$ cat src/ncr_pkg.sv
// Shared widths, limits and status codes for the Newton cubic root solver.
// No dependencies; imported by ncr_mul and newton_cubic_root_solver.
package ncr_pkg;

  localparam int XW     = 32;  // estimate width
  localparam int MW     = 32;  // multiplier operand width
  localparam int SQ_W   = 55;  // x^2 >> F, sized for the smallest FRAC_BITS
  localparam int ACC_W  = 87;  // |x| * sq before scaling
  localparam int PV_W   = 64;  // p(x)
  localparam int AF_W   = 63;  // |p(x)|
  localparam int DV_W   = 58;  // p'(x)
  localparam int AD_W   = 57;  // |p'(x)|
  localparam int QW     = 40;  // update magnitude, capped below 2^40
  localparam int NX_W   = 42;  // x - delta before range check
  localparam int TOL_W  = 31;
  localparam int CNT_W  = 7;
  localparam int ST_W   = 2;
  localparam int CUBE_LIM = 62; // cube magnitude must stay below 2^62

  localparam logic [TOL_W-1:0] TOL_RESET = 31'd66;
  localparam logic [XW-1:0]    EST_MAX   = 32'h7FFF_FFFF;
  localparam logic [XW-1:0]    EST_MIN   = 32'h8000_0000;

  typedef enum logic [ST_W-1:0] {
    ST_CONV  = 2'd0,
    ST_LIMIT = 2'd1,
    ST_DZERO = 2'd2,
    ST_OVF   = 2'd3
  } status_e;

endpackage

$ cat src/newton_cubic_root_solver.sv
// Newton-Raphson root of x^3 - 5x - 7 in signed fixed point, one item at a time.
// Each update makes three passes through the shared 32x32 multiplier plus setup,
// runs the radix-2 divider, then applies the step; at most MAX_ITERATIONS updates,
// with an early end on cube overflow, a zero derivative or a capped quotient.
// busy stays high until the result strobe, results cannot be stalled.
// Async active-low reset: idle, no strobe, tolerance back to 66.
module newton_cubic_root_solver import ncr_pkg::*; #(
  parameter int MAX_ITERATIONS = 64,
  parameter int FRAC_BITS      = 16
) (
  input  logic                   clk_i,
  input  logic                   rst_ni,
  input  logic                   cfg_we_i,
  input  logic [TOL_W-1:0]       cfg_wdata_i,
  input  logic                   start,
  output logic                   busy,
  input  logic signed [XW-1:0]   start_value_i,
  output logic                   done_o,
  output logic signed [XW-1:0]   root_o,
  output logic [CNT_W-1:0]       iteration_count_o,
  output logic [ST_W-1:0]        status_o
);

  localparam int CW = $clog2(MAX_ITERATIONS + 1);
  localparam int BW = $clog2(QW);
  localparam logic [CW-1:0]   MAX_CNT  = CW'(MAX_ITERATIONS);
  localparam logic [BW-1:0]   LAST_BIT = BW'(QW - 1);
  localparam logic [PV_W-1:0] K7       = PV_W'(7) << FRAC_BITS;
  localparam logic [DV_W-1:0] K5       = DV_W'(5) << FRAC_BITS;

  localparam logic [3:0] S_IDLE = 4'd0;
  localparam logic [3:0] S_SQ   = 4'd1;  // issue |x|*|x|
  localparam logic [3:0] S_CL   = 4'd2;  // take sq, issue |x|*sq low
  localparam logic [3:0] S_CH   = 4'd3;  // issue |x|*sq high
  localparam logic [3:0] S_AC   = 4'd4;  // accumulate high partial
  localparam logic [3:0] S_PV   = 4'd5;  // p(x), p'(x)
  localparam logic [3:0] S_SU   = 4'd6;  // magnitudes, sign
  localparam logic [3:0] S_CK   = 4'd7;  // quotient cap check
  localparam logic [3:0] S_DV   = 4'd8;  // one quotient bit per cycle
  localparam logic [3:0] S_UP   = 4'd9;  // apply step

  logic [3:0]             state_q, state_d;
  logic [TOL_W-1:0]       tol_q;
  logic [XW-1:0]          x_q, x_d;
  logic [CW-1:0]          count_q, count_d;
  logic [SQ_W-1:0]        sq_q, sq_d;
  logic [ACC_W-1:0]       acc_q, acc_d;
  logic [PV_W-1:0]        pv_q, pv_d;
  logic [DV_W-1:0]        dv_q, dv_d;
  logic [AF_W-1:0]        af_q, af_d;
  logic [AD_W-1:0]        ad_q, ad_d;
  logic                   neg_q, neg_d;
  logic [AD_W-1:0]        rem_q, rem_d;
  logic [QW-1:0]          quo_q, quo_d;
  logic [BW-1:0]          bit_q, bit_d;
  logic                   done_q, done_d;
  logic [XW-1:0]          root_q, root_d;
  logic [CNT_W-1:0]       cnt_out_q, cnt_out_d;
  status_e                status_q, status_d;

  logic [MW-1:0]          mul_a, mul_b;
  logic [2*MW-1:0]        prod;

  logic [MW-1:0]          ax;
  logic [SQ_W-1:0]        sq_next;
  logic [CUBE_LIM-1:0]    cm;
  logic                   cube_ovf;
  logic [PV_W-1:0]        x_ext, cube_mag, cube, pv_next;
  logic [DV_W-1:0]        sq_ext, dv_next;
  logic [AF_W-1:0]        r0, afs;
  logic                   cap_ovf;
  logic [AD_W:0]          trial, diff;
  logic                   ge;
  logic [NX_W-1:0]        xw, qw_ext, delta, nx;
  logic                   nx_ok;
  logic [CW-1:0]          count_inc;

  ncr_mul u_mul (
    .clk_i (clk_i),
    .a_i   (mul_a),
    .b_i   (mul_b),
    .p_o   (prod)
  );

  assign busy = (state_q != S_IDLE);

  // datapath terms
  assign ax       = x_q[XW-1] ? MW'(-x_q) : MW'(x_q);
  assign sq_next  = SQ_W'(prod >> FRAC_BITS);
  assign cm       = CUBE_LIM'(acc_q >> FRAC_BITS);
  assign cube_ovf = (acc_q >> (CUBE_LIM + FRAC_BITS)) != '0;
  assign x_ext    = {{(PV_W-XW){x_q[XW-1]}}, x_q};
  assign cube_mag = PV_W'(cm);
  assign cube     = x_q[XW-1] ? (~cube_mag + 1'b1) : cube_mag;
  assign pv_next  = cube - ((x_ext << 2) + x_ext) - K7;
  assign sq_ext   = DV_W'(sq_q);
  assign dv_next  = (sq_ext << 1) + sq_ext - K5;

  // af*2^F / ad reaches 2^40 exactly when af*2^F >> 40 is at least ad
  assign r0      = af_q >> (QW - FRAC_BITS);
  assign cap_ovf = r0 >= AF_W'(ad_q);
  assign afs     = af_q << FRAC_BITS;

  assign trial = {rem_q, quo_q[QW-1]};
  assign ge    = trial >= {1'b0, ad_q};
  assign diff  = trial - {1'b0, ad_q};

  assign xw     = {{(NX_W-XW){x_q[XW-1]}}, x_q};
  assign qw_ext = NX_W'(quo_q);
  assign delta  = neg_q ? (~qw_ext + 1'b1) : qw_ext;
  assign nx     = xw - delta;
  assign nx_ok  = (nx[NX_W-1:XW-1] == '0) || (nx[NX_W-1:XW-1] == '1);

  assign count_inc = count_q + 1'b1;

  always_comb begin
    state_d   = state_q;
    x_d       = x_q;
    count_d   = count_q;
    sq_d      = sq_q;
    acc_d     = acc_q;
    pv_d      = pv_q;
    dv_d      = dv_q;
    af_d      = af_q;
    ad_d      = ad_q;
    neg_d     = neg_q;
    rem_d     = rem_q;
    quo_d     = quo_q;
    bit_d     = bit_q;
    done_d    = 1'b0;
    root_d    = root_q;
    cnt_out_d = cnt_out_q;
    status_d  = status_q;
    mul_a     = ax;
    mul_b     = ax;

    case (state_q)
      S_IDLE: begin
        if (start) begin
          x_d     = start_value_i;
          count_d = '0;
          state_d = S_SQ;
        end
      end
      S_SQ: begin
        state_d = S_CL;
      end
      S_CL: begin
        sq_d    = sq_next;
        mul_b   = sq_next[MW-1:0];
        state_d = S_CH;
      end
      S_CH: begin
        acc_d   = ACC_W'(prod);
        mul_b   = MW'(sq_q[SQ_W-1:MW]);
        state_d = S_AC;
      end
      S_AC: begin
        acc_d   = acc_q + (ACC_W'(prod) << MW);
        state_d = S_PV;
      end
      S_PV: begin
        pv_d = pv_next;
        dv_d = dv_next;
        if (cube_ovf) begin
          done_d    = 1'b1;
          root_d    = x_q;
          cnt_out_d = CNT_W'(count_q);
          status_d  = ST_OVF;
          state_d   = S_IDLE;
        end else begin
          state_d = S_SU;
        end
      end
      S_SU: begin
        af_d  = pv_q[PV_W-1] ? AF_W'(-pv_q) : AF_W'(pv_q);
        ad_d  = dv_q[DV_W-1] ? AD_W'(-dv_q) : AD_W'(dv_q);
        neg_d = pv_q[PV_W-1] ^ dv_q[DV_W-1];
        if (dv_q == '0) begin
          done_d    = 1'b1;
          root_d    = x_q;
          cnt_out_d = CNT_W'(count_q);
          status_d  = ST_DZERO;
          state_d   = S_IDLE;
        end else begin
          state_d = S_CK;
        end
      end
      S_CK: begin
        rem_d = AD_W'(r0);
        quo_d = afs[QW-1:0];
        bit_d = '0;
        if (cap_ovf) begin
          count_d   = count_inc;
          done_d    = 1'b1;
          root_d    = neg_q ? EST_MAX : EST_MIN;
          cnt_out_d = CNT_W'(count_inc);
          status_d  = ST_OVF;
          state_d   = S_IDLE;
        end else begin
          state_d = S_DV;
        end
      end
      S_DV: begin
        rem_d = ge ? diff[AD_W-1:0] : trial[AD_W-1:0];
        quo_d = {quo_q[QW-2:0], ge};
        bit_d = bit_q + 1'b1;
        if (bit_q == LAST_BIT) begin
          state_d = S_UP;
        end
      end
      S_UP: begin
        count_d   = count_inc;
        cnt_out_d = CNT_W'(count_inc);
        if (!nx_ok) begin
          done_d   = 1'b1;
          root_d   = nx[NX_W-1] ? EST_MIN : EST_MAX;
          status_d = ST_OVF;
          state_d  = S_IDLE;
        end else begin
          x_d    = nx[XW-1:0];
          root_d = nx[XW-1:0];
          if (quo_q < QW'(tol_q)) begin
            done_d   = 1'b1;
            status_d = ST_CONV;
            state_d  = S_IDLE;
          end else if (count_inc == MAX_CNT) begin
            done_d   = 1'b1;
            status_d = ST_LIMIT;
            state_d  = S_IDLE;
          end else begin
            state_d = S_SQ;
          end
        end
      end
      default: begin
        state_d = S_IDLE;
      end
    endcase
  end

  always_ff @(posedge clk_i or negedge rst_ni) begin
    if (!rst_ni) begin
      state_q <= S_IDLE;
      tol_q   <= TOL_RESET;
      count_q <= '0;
      bit_q   <= '0;
      done_q  <= 1'b0;
    end else begin
      state_q <= state_d;
      count_q <= count_d;
      bit_q   <= bit_d;
      done_q  <= done_d;
      if (cfg_we_i) begin
        tol_q <= cfg_wdata_i;
      end
    end
  end

  always_ff @(posedge clk_i) begin
    x_q       <= x_d;
    sq_q      <= sq_d;
    acc_q     <= acc_d;
    pv_q      <= pv_d;
    dv_q      <= dv_d;
    af_q      <= af_d;
    ad_q      <= ad_d;
    neg_q     <= neg_d;
    rem_q     <= rem_d;
    quo_q     <= quo_d;
    root_q    <= root_d;
    cnt_out_q <= cnt_out_d;
    status_q  <= status_d;
  end

  assign done_o            = done_q;
  assign root_o            = root_q;
  assign iteration_count_o = cnt_out_q;
  assign status_o          = status_q;

`ifndef SYNTHESIS
  a_accept_busy: assert property (@(posedge clk_i) disable iff (!rst_ni)
    start && !busy |=> busy)
    else $error("accepted item did not raise busy");

  a_done_after_busy: assert property (@(posedge clk_i) disable iff (!rst_ni)
    done_o |-> !busy && $past(busy))
    else $error("result strobe outside end of an item");

  a_limit_count: assert property (@(posedge clk_i) disable iff (!rst_ni)
    done_o && (status_o == ST_LIMIT) |-> iteration_count_o == CNT_W'(MAX_ITERATIONS))
    else $error("limit status with wrong update count");

  a_count_bound: assert property (@(posedge clk_i) disable iff (!rst_ni)
    busy |-> count_q <= MAX_CNT)
    else $error("update count past limit");

  a_rem_bound: assert property (@(posedge clk_i) disable iff (!rst_ni)
    (state_q == S_DV) |-> rem_q < ad_q)
    else $error("divider remainder not below divisor");
`endif

endmodule

$ cat src/ncr_mul.sv
// Shared 32x32 unsigned multiplier with a registered product.
// Depends on ncr_pkg for the operand width.
module ncr_mul import ncr_pkg::*; (
  input  logic            clk_i,
  input  logic [MW-1:0]   a_i,
  input  logic [MW-1:0]   b_i,
  output logic [2*MW-1:0] p_o
);

  logic [2*MW-1:0] p_d, p_q;

  assign p_d = a_i * b_i;

  always_ff @(posedge clk_i) begin
    p_q <= p_d;
  end

  assign p_o = p_q;

endmodule
$ cat config.mk
export PLATFORM = sky130hd
export DESIGN_NAME = newton_cubic_root_solver
export DESIGN_NICKNAME = d
export VERILOG_FILES = /design/src/ncr_pkg.sv /design/src/newton_cubic_root_solver.sv /design/src/ncr_mul.sv
export SDC_FILE = /design/constraint.sdc
export NUM_CORES = 2
export LEC_CHECK = 0
export ABC_AREA = 1
export BUFFER_PORTS_ARGS = -buffer_cell sky130_fd_sc_hd__clkbuf_2
export CAP_MARGIN = 20
export CELL_PAD_IN_SITES_DETAIL_PLACEMENT = 1
export CELL_PAD_IN_SITES_GLOBAL_PLACEMENT = 1
export CORE_MARGIN = 5
export CORE_UTILIZATION = 50
export DETAILED_ROUTE_END_ITERATION = 16
export PLACE_DENSITY = 0.87
export SYNTH_ARGS = -nofsm -noshare
export SYNTH_HDL_FRONTEND = slang
export SYNTH_HIERARCHICAL = 1
export SYNTH_SLANG_ARGS = --single-unit
$ cat constraint.sdc
create_clock -name clk_i -period 18.8 [get_ports clk_i]
set_input_delay 3.76 -clock clk_i [delete_from_list [all_inputs] [get_ports clk_i]]
set_output_delay 3.76 -clock clk_i [all_outputs]
set_load 0.03 [all_outputs]
# Word level (Yosys, flattened, before mapping)
# Index checks and enable logic that the tools add are counted.
[word_totals] word_cells=126 out_inout_bits=43 reg_bits=654 in_bits=67
[op_classes] n_bitwise=3 muxes=50 reduce_logical=16 order_cmp=3 multipliers=1 eq_ne=19 add_sub_neg=15
[op_table] cell="32-bit 2-to-1 mux" n=9
[op_table] cell="87-bit one-hot mux with 2 select lines" n=1
[op_table] cell="32-bit one-hot mux with 2 select lines" n=2
[op_table] cell="32-bit one-hot mux with 4 select lines" n=1
[op_table] cell="57-bit 2-to-1 mux" n=2
[op_table] cell="57-bit one-hot mux with 2 select lines" n=1
[op_table] cell="87-bit adder" n=1
[op_table] cell="87-bit nonzero test" n=1
[op_table] cell="40-bit one-hot mux with 2 select lines" n=1
[op_table] cell="64-bit by 1-bit adder with 64-bit output, second input constant" n=1
[op_table] cell="32-bit by 32-bit multiplier with 64-bit output" n=1
[op_table] cell="64-bit 2-to-1 mux" n=1
[op_table] cell="62-bit NOT with 64-bit output" n=1
[op_table] cell="64-bit by 19-bit subtractor with 64-bit output, second input constant" n=1
[op_table] cell="64-bit subtractor" n=1
[op_table] cell="63-bit 2-to-1 mux" n=1
[op_table] cell="63-bit negator" n=1
[op_table] cell="58-bit by 57-bit greater-or-equal comparator with 1-bit output" n=1
[op_table] cell="58-bit zero test" n=1
[op_table] cell="39-bit by 57-bit greater-or-equal comparator with 1-bit output" n=1
[op_table] cell="57-bit negator" n=1
[op_table] cell="57-bit subtractor" n=1
[op_table] cell="50-bit by 19-bit subtractor with 51-bit output, second input constant" n=1
[op_table] cell="49-bit by 48-bit adder with 50-bit output" n=1
[op_table] cell="40 further kinds" n=73

# Longest topological paths before layout
[depth] word_depth=8 ltp_mapped=41 depth_no_buf=40

# Hierarchy
# Netlist, hierarchy kept.
[modules_own_cells] mod="newton_cubic_root_solver" area_per_inst_um2=50598.5 cells_per_inst=6858 n_inst=1 seq_area_each_um2=16993.8
[modules_own_cells] mod="ncr_mul" area_per_inst_um2=37621.1 cells_per_inst=5083 n_inst=1 seq_area_each_um2=1281.2

# Worst setup path after synthesis
# No wires, ideal clock.
[synth_timing] kind="register -> register" startpoint="register state_q[2]" endpoint="register u_mul.p_q[60] (netlist: u_mul/p_o[60])" setup_ps=112 path_slack_ps=10057 required_ps=18688 t_arrival_ps=8631 period_less_slack_ps=8743 path_stages_with_launch=30 path_cell_list="dfrtp_1 nor2_1 nand2_1 inv_1 clkbuf_1 a22o_1 clkbuf_1 nand2_1 fa_1 inv_1 fa_1 fa_1 fa_1 fa_1 fa_1 fa_1 inv_1 fa_1 inv_1 ha_1 nand2_2 inv_1 a21oi_1 nand2_1 nand2_1 nand2_1 a21oi_1 nand2_1 nand2_1 nand2_1"
[synth_via] elab_chain_cells=3 word_cells_on_any_way=4 cone_classes="1 x mul; 2 x eq/ne; 1 x mux"
[synth_lines] item="from (decl)" line_no="newton_cubic_root_solver.sv:42" text="logic [3:0] state_q, state_d;"
[synth_lines] item="from (signal assigned)" line_no="newton_cubic_root_solver.sv:250" text="state_q <= state_d;"
[synth_lines] item="4-bit by 2-bit == test with 1-bit output" line_no="newton_cubic_root_solver.sv:137" text="case (state_q)"
[synth_lines] item="32-bit one-hot mux with 2 select lines (*)" line_no="newton_cubic_root_solver.sv:137"
[synth_lines] item="via mul_b[28]" line_no="newton_cubic_root_solver.sv:61" text="logic [MW-1:0] mul_a, mul_b;"
[synth_lines] item="32-bit by 32-bit multiplier with 64-bit output (*)" line_no="ncr_mul.sv:12" text="assign p_d = a_i * b_i;"
[synth_lines] item="via u_mul.p_d[60]" line_no="ncr_mul.sv:10" text="logic [2*MW-1:0] p_d, p_q;"
[synth_lines] item="to (signal assigned)" line_no="ncr_mul.sv:15" text="p_q <= p_d;"
[synth_lines] item="to (decl)" line_no="ncr_mul.sv:10"
# Mark *: on every way through the listed nets, which the timed path passes. The rest lies on a longest branch.
# A chain may end at the register's enable or synchronous reset.

# Final worst setup path
[layout_timing] startpoint="register x_q[0]" endpoint="register u_mul.p_q[46] (netlist: u_mul/p_o[46])"
[layout_via] elab_chain_cells=4
[layout_lines] item="from (decl)" line_no="newton_cubic_root_solver.sv:44" text="logic [XW-1:0] x_q, x_d;"
[layout_lines] item="from (signal assigned)" line_no="newton_cubic_root_solver.sv:261" text="x_q <= x_d;"
[layout_lines] item="32-bit negator" line_no="newton_cubic_root_solver.sv:88" text="assign ax = x_q[XW-1] ? MW'(-x_q) : MW'(x_q);"
[layout_lines] item="32-bit 2-to-1 mux" line_no="newton_cubic_root_solver.sv:88"
[layout_lines] item="via ax[25]" line_no="newton_cubic_root_solver.sv:64" text="logic [MW-1:0] ax;"
[layout_lines] item="32-bit one-hot mux with 2 select lines" line_no="newton_cubic_root_solver.sv:137"
[layout_lines] item="via mul_b[25]" line_no="newton_cubic_root_solver.sv:61"
[layout_lines] item="32-bit by 32-bit multiplier with 64-bit output" line_no="ncr_mul.sv:12"
[layout_lines] item="via u_mul.p_d[46]" line_no="ncr_mul.sv:10"
# The timed path passes the listed nets, and every way through them passes these cells.

==> summary.txt <==
Floorplan
  • Core Box Area: approximately 180000 um^2
  • Initial core utilization: 0.501
  • Die Y: 430 um
  • Full die area: around 180000 um^2
  • I/O Pins: 110
  • Row Count: between 150 and 200
  • Chip width: ~430 um

Worst hold path
  • Worst min-delay path category: register to register

Route
  • Initial DRC Count: roughly 6600
  • Antenna-violating nets left: 0
  • Final WL: between 300000 and 400000 um
  • Drc violations: 0
  • WL/cell: 26.2 um
  • Drt first pass iters: 5
  • Via count: between 80000 and 90000
  • Via density: around 5.8

Synthesis
  • Yosys top cell by area: fa_1
  • Synth async-reset ratio: 0.0768
  • Synthesized flop and latch total: roughly 640
  • Top-count cell post-synth: nand2_1
  • Yosys top cell area share: 0.205
  • Mapped Area: roughly 90000 um^2
  • Post-synth EDFFs: ~530
  • Count of different cell masters after synthesis: 76
  • Avg Synthesized Cell Area: about 7.4 um^2
  • Yosys warnings: 6
  • Syn Inst Count: between 10000 and 15000
  • Main synth FF type: edfxtp_1
  • Synth top area cells: fa_1, edfxtp_1, nand2_1
  • Sequential area share after synthesis: 0.207
  • Post-synth top cells: nand2_1, inv_1, fa_1, nor2_1, ha_1

Timing
  • Final Hold Viols: 0
  • Final setup fails: 0
  • Total negative slack: 0 ns
  • Final period util: 0.607
  • Worst Clk Skew: between 0.07 and 0.08 ns
  • Pins Over Slew Limit: 0
  • RSZ-0062 raised after global routing: false
  • Final min period: around 11 ns
  • Max frequency: slightly below 90 MHz
  • Worst-margin pin slew: between 1 and 1.5 ns
  • Max_slew headroom: 0.0642

Setup path
  • WP data arrival: approximately 12 ns
  • Slowest Stage Delay on Critical Path: 0.77 ns
  • Worst Path Max Fanout: 35
  • Startpoint types: register
  • CP required: 19.38 ns
  • Top Family by Delay on Critical Path: adder cells
  • Critical Path End Type: register
  • Critical-path top delay cell: nand2_2
  • Bufs and invs on worst path: 7
  • Crit Path Class: register to register
  • Most used cell, CP: fa_1

Clock tree
  • Worst skew pair latency: 0.75 ns
  • Clock sink count: ~640
  • Root Buffer: clkbuf_16
  • CTS Buf Count: 83
  • H-tree depth: 3
  • Hold buffer count at CTS: 0
  • CTS tree: yes
  • Post-CTS Setup Inserts: 0
  • Longest Clk Path Bufs: 3
  • Post-cts resize count: 0
  • Worst-path clk slew: 0.07 ns

Place
  • Detailed Place HPWL: 300000 um
  • Area after DPL: approximately 92000 um^2
  • Gpl congestion: 1.02
  • IO Port Bufs: 109

Final layout
  • Share of post-route cells with drive strength above 1: 0.0457
  • Final Net Count: 13700
  • Final Util: 0.540
  • Fillers: approximately 22000
  • Post-route cell area: roughly 95000 um^2
  • Synth-to-Final Area Change: 7.61%

Global routing
  • Largest net degree at the start of global routing: 75
  • First-pass GRT wire length: about 560000 um
  • Initial antenna violation count: 32
  • Vias in the first global route: around 90000
  • GRT Util Overall: 0.398
  • Overflow after GRT: 0

Outcome
  • Status: finished, final reports clean

Job
  • Max-cap violations: 0
==> worst paths after layout <==
path	from	to	slack, ns	cells past startpoint
setup / recovery	x_q[0]	u_mul/p_o[46]	7.39	36
hold / removal	pv_q[0]	af_q[0]	0.45	0
setup reg to reg	x_q[0]	u_mul/p_o[46]	7.39	36
hold reg to reg	pv_q[0]	af_q[0]	0.45	0
max in group asynchronous	rst_ni	state_q[3]	15.06	2
min in group asynchronous	rst_ni	tol_q[24]	2.85	1
==> cells in the final DEF, fill, tap and decap left out, types with 64 or more instances in the layout <==
cell type     n
nand2_1    3076
inv_1      2892
fa_1        903
nor2_1      882
ha_1        739
a21oi_1     530
edfxtp_1    525
o21ai_0     424
xor2_1      286
nand3_1     272
xnor2_1     159
nor3_1      113
clkbuf_2    109
buf_4       105
a31oi_1      86
nand4_1      85
clkbuf_16    84
dfxtp_1      64
==> registers in the layout, indices dropped and copies added, names as in the netlist, 31 cells and up <==
signal and flops:
acc_q 71, ad_q 57, af_q 63, dv_q 51, pv_q 64, quo_q 40, rem_q 57, root_o 32
sq_q 48, tol_q 31, u_mul/p_o 64, x_q 32
==> per-layer routing <==
metal,share of wire,GRT usage
met1,0.38,0.485
met2,0.46,0.648
met3,0.078,0.0711
met4,0.081,0.261
met5,0.00022,0
==> stage by stage <==
step                worst slack (ns)  hold WS [ns]  instances
finish                          7.39         0.452      14400
global placement                8.17         0.446      14200
floorplan                      10.06         0.409      11900
detailed placement              7.71         0.467      14200
CTS                             7.56         0.452      14400
global route                    7.15         0.463      14400
==> layout make-up <==
type	instances	area, um^2	share of cell area
flip-flops and latches	638	18300	0.193
clock buffers	98	2180	0.0230
inverters	2913	10900	0.115
well taps	2340	2930	0.0308
multi-input cells	8104	58600	0.617
repair buffers	217	1420	0.0149
diodes	24	60.1	0.000633
clock inverters	55	561	0.00590
==> cell families after synthesis <==
| logic type | after synthesis | synth area share |
|---|---|---|
| and+or+nand+nor | 4643 | 0.214 |
| buffers and inverters | 3204 | 0.137 |
| adders and majority gates | 1642 | 0.310 |
| AOI/OAI and AO/OA | 1340 | 0.0850 |
| DFF | 638 | 0.207 |
| xor gates and xnor gates | 473 | 0.0470 |
| other | 1 | 0.0000425 |
Power is not shown: default switching activity piles up to over one toggle a cycle in this logic, so the estimate is an artifact.
